===== src/hdl/dtw_pkg.sv =====
// Shared types, constants and month tables for the date to weekday and day of year block.
// No dependencies; used by hdl/date_to_weekday_and_day_of_year.sv.
package dtw_pkg;

  typedef struct packed {
    logic [11:0] year;
    logic [3:0]  month;
    logic [4:0]  day;
  } date_in_t;

  typedef struct packed {
    logic [2:0] day_of_week;
    logic [8:0] day_of_year;
    logic       date_valid;
  } date_out_t;

  // floor(x / 100) == (x * RecipHundred) >> RecipHundredShift for x below 43699
  localparam logic [12:0] RecipHundred      = 13'd5243;
  localparam int unsigned RecipHundredShift = 19;
  // floor(w / 7) == (w * RecipSeven) >> RecipSevenShift for w below 512
  localparam logic [8:0]  RecipSeven        = 9'd293;
  localparam int unsigned RecipSevenShift   = 11;

  localparam logic [12:0] YearBias   = 13'd400;
  localparam logic [3:0]  MonthJan   = 4'd1;
  localparam logic [3:0]  MonthFeb   = 4'd2;
  localparam logic [3:0]  MonthMar   = 4'd3;
  localparam logic [3:0]  MonthDec   = 4'd12;
  localparam logic [3:0]  MonthShift = 4'd12;

  typedef struct packed {
    logic [11:0] year;
    logic [6:0]  cy;
    logic [12:0] ay;
    logic [6:0]  ca;
    logic [3:0]  mz;
    logic [3:0]  month;
    logic [4:0]  day;
  } s2_t;

  typedef struct packed {
    logic       valid;
    logic [8:0] doy;
    logic [6:0] ya;
    logic [6:0] ca;
    logic [3:0] mz;
    logic [4:0] day;
  } s3_t;

  typedef struct packed {
    logic       valid;
    logic [8:0] doy;
    logic [8:0] w;
  } s4_t;

  function automatic logic [4:0] month_days(input logic [3:0] month, input logic leap);
    logic [4:0] len;
    unique case (month)
      4'd1, 4'd3, 4'd5, 4'd7, 4'd8, 4'd10, 4'd12: len = 5'd31;
      4'd4, 4'd6, 4'd9, 4'd11:                    len = 5'd30;
      4'd2:                                       len = leap ? 5'd29 : 5'd28;
      default:                                    len = 5'd0;
    endcase
    return len;
  endfunction

  function automatic logic [8:0] days_before(input logic [3:0] month);
    logic [8:0] cum;
    unique case (month)
      4'd2:    cum = 9'd31;
      4'd3:    cum = 9'd59;
      4'd4:    cum = 9'd90;
      4'd5:    cum = 9'd120;
      4'd6:    cum = 9'd151;
      4'd7:    cum = 9'd181;
      4'd8:    cum = 9'd212;
      4'd9:    cum = 9'd243;
      4'd10:   cum = 9'd273;
      4'd11:   cum = 9'd304;
      4'd12:   cum = 9'd334;
      default: cum = 9'd0;
    endcase
    return cum;
  endfunction

  // floor(26 * (m + 1) / 10) for shifted months March (3) through February (14)
  function automatic logic [5:0] zeller_term(input logic [3:0] mz);
    logic [5:0] t;
    unique case (mz)
      4'd3:    t = 6'd10;
      4'd4:    t = 6'd13;
      4'd5:    t = 6'd15;
      4'd6:    t = 6'd18;
      4'd7:    t = 6'd20;
      4'd8:    t = 6'd23;
      4'd9:    t = 6'd26;
      4'd10:   t = 6'd28;
      4'd11:   t = 6'd31;
      4'd12:   t = 6'd33;
      4'd13:   t = 6'd36;
      4'd14:   t = 6'd39;
      default: t = 6'd0;
    endcase
    return t;
  endfunction

endpackage


===== src/hdl/date_to_weekday_and_day_of_year.sv =====
// Five-stage pipeline: Gregorian date to weekday (0 = Sunday) and ordinal day of year.
// Depends on hdl/dtw_pkg.sv for beat types, reciprocal constants and month tables.
//
// Takes one date beat per cycle while the output is not stalled and carries each one
// through the five register stages (input, divide by 100, leap/check/day of year,
// Zeller sum, modulo 7 and output). Each stage moves on when the one after it is empty
// or moving, so bubbles collapse and a stalled output only holds the input back once
// every stage is full. A month outside 1..12, day zero or a day past the month end gives
// date_valid low and zero in the other fields.
module date_to_weekday_and_day_of_year (
  input  logic               clk_i,
  input  logic               rst_ni,
  input  logic               in_valid_i,
  output logic               in_stall_o,
  input  dtw_pkg::date_in_t  in_data_i,
  output logic               out_valid_o,
  input  logic               out_stall_i,
  output dtw_pkg::date_out_t out_data_o
);

  logic v1_q, v2_q, v3_q, v4_q, v5_q;
  logic adv1, adv2, adv3, adv4, adv5;

  dtw_pkg::date_in_t  s1_q;
  dtw_pkg::s2_t       s2_d, s2_q;
  dtw_pkg::s3_t       s3_d, s3_q;
  dtw_pkg::s4_t       s4_d, s4_q;
  dtw_pkg::date_out_t s5_d, s5_q;

  logic [12:0] ay;
  logic [25:0] prod_y, prod_a;
  logic [11:0] ry;
  logic [12:0] ya_full;
  logic        leap;
  logic [4:0]  len;
  logic [17:0] prod_w;
  logic [6:0]  q7;
  logic [8:0]  rem7;

  assign adv5 = !v5_q || !out_stall_i;
  assign adv4 = !v4_q || adv5;
  assign adv3 = !v3_q || adv4;
  assign adv2 = !v2_q || adv3;
  assign adv1 = !v1_q || adv2;

  assign in_stall_o  = !adv1;
  assign out_valid_o = v5_q;
  assign out_data_o  = s5_q;

  // divide year and shifted year by 100
  always_comb begin
    ay = {1'b0, s1_q.year} + dtw_pkg::YearBias
         - ((s1_q.month < dtw_pkg::MonthMar) ? 13'd1 : 13'd0);
    prod_y = 26'(s1_q.year) * 26'(dtw_pkg::RecipHundred);
    prod_a = 26'(ay) * 26'(dtw_pkg::RecipHundred);
    s2_d.year  = s1_q.year;
    s2_d.cy    = 7'(prod_y >> dtw_pkg::RecipHundredShift);
    s2_d.ay    = ay;
    s2_d.ca    = 7'(prod_a >> dtw_pkg::RecipHundredShift);
    s2_d.mz    = (s1_q.month < dtw_pkg::MonthMar) ? s1_q.month + dtw_pkg::MonthShift
                                                  : s1_q.month;
    s2_d.month = s1_q.month;
    s2_d.day   = s1_q.day;
  end

  // leap year, range check, day of year, year within century
  always_comb begin
    ry      = s2_q.year - 12'(s2_q.cy) * 12'd100;
    leap    = (ry == 12'd0) ? (s2_q.cy[1:0] == 2'd0) : (s2_q.year[1:0] == 2'd0);
    len     = dtw_pkg::month_days(s2_q.month, leap);
    ya_full = s2_q.ay - 13'(s2_q.ca) * 13'd100;
    s3_d.valid = (s2_q.month >= dtw_pkg::MonthJan) && (s2_q.month <= dtw_pkg::MonthDec)
                 && (s2_q.day != 5'd0) && (s2_q.day <= len);
    s3_d.doy   = 9'(s2_q.day) + dtw_pkg::days_before(s2_q.month)
                 + ((leap && (s2_q.month > dtw_pkg::MonthFeb)) ? 9'd1 : 9'd0);
    s3_d.ya    = ya_full[6:0];
    s3_d.ca    = s2_q.ca;
    s3_d.mz    = s2_q.mz;
    s3_d.day   = s2_q.day;
  end

  // Zeller sum, -2c taken as +5c
  always_comb begin
    s4_d.valid = s3_q.valid;
    s4_d.doy   = s3_q.doy;
    s4_d.w     = 9'(s3_q.ya) + 9'(s3_q.ya[6:2]) + 9'(s3_q.ca[6:2]) + 9'(s3_q.ca) * 9'd5
                 + 9'(dtw_pkg::zeller_term(s3_q.mz)) + 9'(s3_q.day) - 9'd1;
  end

  // reduce modulo 7, clear fields of an invalid date
  always_comb begin
    prod_w = 18'(s4_q.w) * 18'(dtw_pkg::RecipSeven);
    q7     = 7'(prod_w >> dtw_pkg::RecipSevenShift);
    rem7   = s4_q.w - 9'(q7) * 9'd7;
    s5_d.date_valid  = s4_q.valid;
    s5_d.day_of_week = s4_q.valid ? rem7[2:0] : 3'd0;
    s5_d.day_of_year = s4_q.valid ? s4_q.doy : 9'd0;
  end

  always_ff @(posedge clk_i or negedge rst_ni) begin
    if (!rst_ni) begin
      v1_q <= 1'b0;
      v2_q <= 1'b0;
      v3_q <= 1'b0;
      v4_q <= 1'b0;
      v5_q <= 1'b0;
    end else begin
      if (adv1) v1_q <= in_valid_i;
      if (adv2) v2_q <= v1_q;
      if (adv3) v3_q <= v2_q;
      if (adv4) v4_q <= v3_q;
      if (adv5) v5_q <= v4_q;
    end
  end

  always_ff @(posedge clk_i) begin
    if (adv1) s1_q <= in_data_i;
    if (adv2) s2_q <= s2_d;
    if (adv3) s3_q <= s3_d;
    if (adv4) s4_q <= s4_d;
    if (adv5) s5_q <= s5_d;
  end

  a_invalid_zero: assert property (@(posedge clk_i) disable iff (!rst_ni)
    (out_valid_o && !out_data_o.date_valid) |->
      (out_data_o.day_of_week == 3'd0 && out_data_o.day_of_year == 9'd0))
    else $error("invalid date beat carries nonzero fields");

  a_valid_range: assert property (@(posedge clk_i) disable iff (!rst_ni)
    (out_valid_o && out_data_o.date_valid) |->
      (out_data_o.day_of_week <= 3'd6 && out_data_o.day_of_year != 9'd0
       && out_data_o.day_of_year <= 9'd366))
    else $error("valid date beat out of range");

  a_full_stall: assert property (@(posedge clk_i) disable iff (!rst_ni)
    (v1_q && v2_q && v3_q && v4_q && v5_q && out_stall_i) |-> in_stall_o)
    else $error("input not stalled with full pipeline");

  a_hold_stage4: assert property (@(posedge clk_i) disable iff (!rst_ni)
    (v4_q && !adv4) |=> (v4_q && $stable(s4_q)))
    else $error("stage four changed while held");

  a_sum_bound: assert property (@(posedge clk_i) disable iff (!rst_ni)
    (v4_q && s4_q.valid) |-> (s4_q.w <= 9'd423))
    else $error("Zeller sum out of bounds");

endmodule


===== config.mk =====
export PLATFORM = sky130hd
export DESIGN_NAME = date_to_weekday_and_day_of_year
export DESIGN_NICKNAME = d
export VERILOG_FILES = /design/src/hdl/dtw_pkg.sv /design/src/hdl/date_to_weekday_and_day_of_year.sv
export SDC_FILE = /design/constraint.sdc
export NUM_CORES = 1
export LEC_CHECK = 0
export CAP_MARGIN = 40
export CORE_MARGIN = 2
export CORE_UTILIZATION = 40
export CTS_BUF_LIST = sky130_fd_sc_hd__clkbuf_8 sky130_fd_sc_hd__clkbuf_16
export DETAILED_ROUTE_END_ITERATION = 6
export DONT_BUFFER_PORTS = 1
export HOLD_SLACK_MARGIN = 0.02
export PLACE_DENSITY_LB_ADDON = 0.05
export SYNTH_ARGS = -nofsm -noshare
export SYNTH_HDL_FRONTEND = slang
export SYNTH_SLANG_ARGS = --single-unit

===== constraint.sdc =====
create_clock -name clk_i -period 15.1 [get_ports clk_i]
set_input_delay 2.265 -clock clk_i [delete_from_list [all_inputs] [get_ports clk_i]]
set_output_delay 2.265 -clock clk_i [all_outputs]
set_load 0.005 [all_outputs]

==> impl_metrics.csv <==
group,metric,value,unit
cells_and_area,area_growth,8.437,%
cells_and_area,final_cells,1744,
detailed_routing,firstDrtPassIters,7,
worst_setup_path,critical_path_class,"flip-flop to flip-flop",
worst_setup_path,crit_arrival,8.08,ns
job,maxCapViolCount,0,
timing,rsz0062_at_grt,"false",
floorplan,core-area,0.03566,mm^2
floorplan,die_area,0.03780,mm^2
detailed_routing,drc,7,
cells_and_area,diodes,0,
timing,setup_viol,0,
placed_design,io_buffers,0,
timing,slew_headroom,39.22,%
synth,synth_warnings,0,
clocking,cts_buffers,17,
timing,timing.final.hold_violations,0,
cells_and_area,drive_gt1_share,5.066,%
grt,grt_overflow,0,
clocking,root_buffer,"clkbuf_16",
synth,avgSynthCellArea,11.61,um^2
placed_design,place_hpwl,23200,um
synth,syn-cell-area,0.01450,mm^2
clocking,insertion_delay,0.44,ns
clocking,postCtsSetupRepairBufs,0,
floorplan,rows,69,
hold_path,holdPathStages,0,
worst_setup_path,slowest_delay,0.61,ns
synth,synth.distinct_cells,68,
synth,synth_nets,1711,
synth,synth-seq-cells,149,
detailed_routing,vias,8282,
clocking,cts-htree-levels,4,
grt,grt_pass1_vias,9091,
detailed_routing,drtIter0Drc,267,
status,failed_checks,"DRC",
timing,finalCritPeriodShare,52.26,%
detailed_routing,viasPerCell,4.749,
detailed_routing,routedWlPerCell,15.83,um
grt,antenna_found_initial,0,
synth,synth_edf_count,129,
floorplan,die_width,194.4,um
worst_setup_path,crit_path_start_kind,"flip-flop",
timing,finClkSkew,0.01057,ns
clocking,clock-sinks,149,
floorplan,start_util,40.68,%
timing,clock.fmax,126.7,MHz
worst_setup_path,critical_path.max_fanout,6,
clocking,cts_tree,"done",
detailed_routing,ant_nets,0,
detailed_routing,wirelength,27610,um
clocking,clkTransAtPathRegs,0.07,ns
timing,tns,0,ns
synth,ys_seq_area_share,29.64,%
floorplan,die_h,194.4,um
timing,worst_pin_slew,0.9051,ns
worst_setup_path,critical_path_required,15.29,ns
status,status,"finished, violations left",
hold_path,hp-class,"flip-flop to flip-flop",
grt,track_usage,15.99,%
cells_and_area,nets,1732,
worst_setup_path,worst-r2r-cell-count,30,
grt,grt_pass1_wl,47280,um
placed_design,place_inst,1712,
worst_setup_path,slowest_stage,"xnor2_1",
placed_design,gp_congestion,0.8240,
grt,grt_max_degree,49,
synth,syn_inst,1249,
clocking,cts_resized,0,
clocking,clockBufferDepth,2,
clocking,postCtsHoldBufs,0,
floorplan,ios,40,
worst_setup_path,worst_setup_path_end_kind,"flip-flop",
timing,slew_viol_final,0,
synth,synthFlopType,"edfxtp_1",
synth,async_reset_ff_share,3.356,%
timing,min_period,7.891,ns
[layer usage]
metal  GRT usage [%]  vias to the layer above  share of wire [%]
li1                -                     4191                  -
met1           21.52                     4010                 49
met2           27.84                       72                 49
met3           1.943                        9                1.7
met4           3.162                        0               0.66
met5               0                        -                  0
[through the flow]
step                hold slack, ns  utilization [%]  instance area (um^2)  worst slack [ns]
global placement            0.4009            42.37                 15110             7.329
finish                      0.4197            44.11                 15730             7.209
global route                0.4235            44.11                 15730             6.588
detailed placement          0.4045            42.41                 15120             7.227
floorplan                   0.4003                -                 14500             7.809
CTS                         0.4201            44.11                 15730             7.183
[cells by family after synthesis]
logic type               share of synthesized area, %
adder cells (fa/ha/maj)                         45.31
buffers and inverters                           7.850
flip-flops                                      29.64
AO/OA/AOI/OAI                                   7.186
AND/OR/NAND/NOR                                 4.658
XOR/XNOR                                        4.348
multiplexers                                    1.009
[worst max-delay path, delay by kind of cell (launching register included)]
family | cells | cell delay, ns
xor+xnor | 1 | 0.61
compound gates | 9 | 2.10
simple gates | 5 | 0.48
flops | 1 | 0.45
buf+inv | 5 | 0.30
fa+ha+maj | 10 | 3.69
[final timing paths]
kind                       slack (ns)  endpoint      from
hold / removal                   0.42  s3_q[16]  s2_q[20]
setup / recovery                 7.21  s2_q[18]   s1_q[7]
min in group asynchronous        1.51      v3_q    rst_ni
hold reg to reg                  0.42  s3_q[16]  s2_q[20]
setup reg to reg                 7.21  s2_q[18]   s1_q[7]
max in group asynchronous       13.52      v4_q    rst_ni
[cells in the final DEF, fill, tap and decap left out, types with 8 or more instances in the layout]
master	instances
xnor2_1	60
a211oi_1	8
dfxtp_1	15
nand2_1	31
nor2_1	24
a21o_1	22
inv_1	297
o21ai_0	26
clkbuf_16	17
nand2b_1	11
a21oi_1	35
fa_1	147
ha_1	290
xor2_1	12
nand3_1	10
and2_1	13
edfxtp_1	129
o21a_1	9
[cell usage after synthesis (all sizes together) (2+ instances only)]
| library cell | instances | share of area [%] |
|---|---|---|
| edfxtp | 129 | 27 |
| a31oi | 5 | 0.22 |
| or4 | 2 | 0.10 |
| clkbuf | 4 | 0.10 |
| nor4 | 5 | 0.26 |
| nand4 | 4 | 0.22 |
| a221oi | 2 | 0.12 |
| xor2 | 12 | 0.72 |
| o21bai | 3 | 0.16 |
| mux2 | 5 | 0.41 |
| o21a | 9 | 0.47 |
| o31ai | 4 | 0.24 |
| nand3 | 10 | 0.35 |
| o211ai | 3 | 0.19 |
| ha | 290 | 25 |
| dfrtp | 5 | 0.86 |
| or2 | 5 | 0.22 |
| nor2b | 5 | 0.22 |
| inv | 298 | 7.7 |
| and2 | 13 | 0.56 |
| o21ai | 28 | 0.97 |
| mux2i | 7 | 0.60 |
| o22ai | 4 | 0.27 |
| o221ai | 2 | 0.12 |
| a21o | 22 | 1.1 |
| nand2b | 11 | 0.47 |
| a2111oi | 5 | 0.56 |
| fa | 147 | 20 |
| nand2 | 32 | 0.85 |
| a211o | 4 | 0.24 |
| and3 | 4 | 0.17 |
| nor2 | 24 | 0.62 |
| a211oi | 10 | 0.59 |
| nor3 | 6 | 0.21 |
| a22o | 2 | 0.12 |
| xnor2 | 60 | 3.6 |
| a21oi | 36 | 1.3 |
| dfxtp | 15 | 2.1 |
| or3 | 3 | 0.13 |
[area by class of cell]
type                    instances  area [um^2]
well taps                     461        576.8
multi-input cells             797         9066
inverters                     298         1119
clock inverters                15        181.4
repair buffers                  7        60.06
fillers                      3387        19930
clock buffers                  17        425.4
flip-flops and latches        149         4299
Power is left out: the tool's default activity adds up to more than one toggle a clock period on the data nets, which glitch-free logic cannot reach.
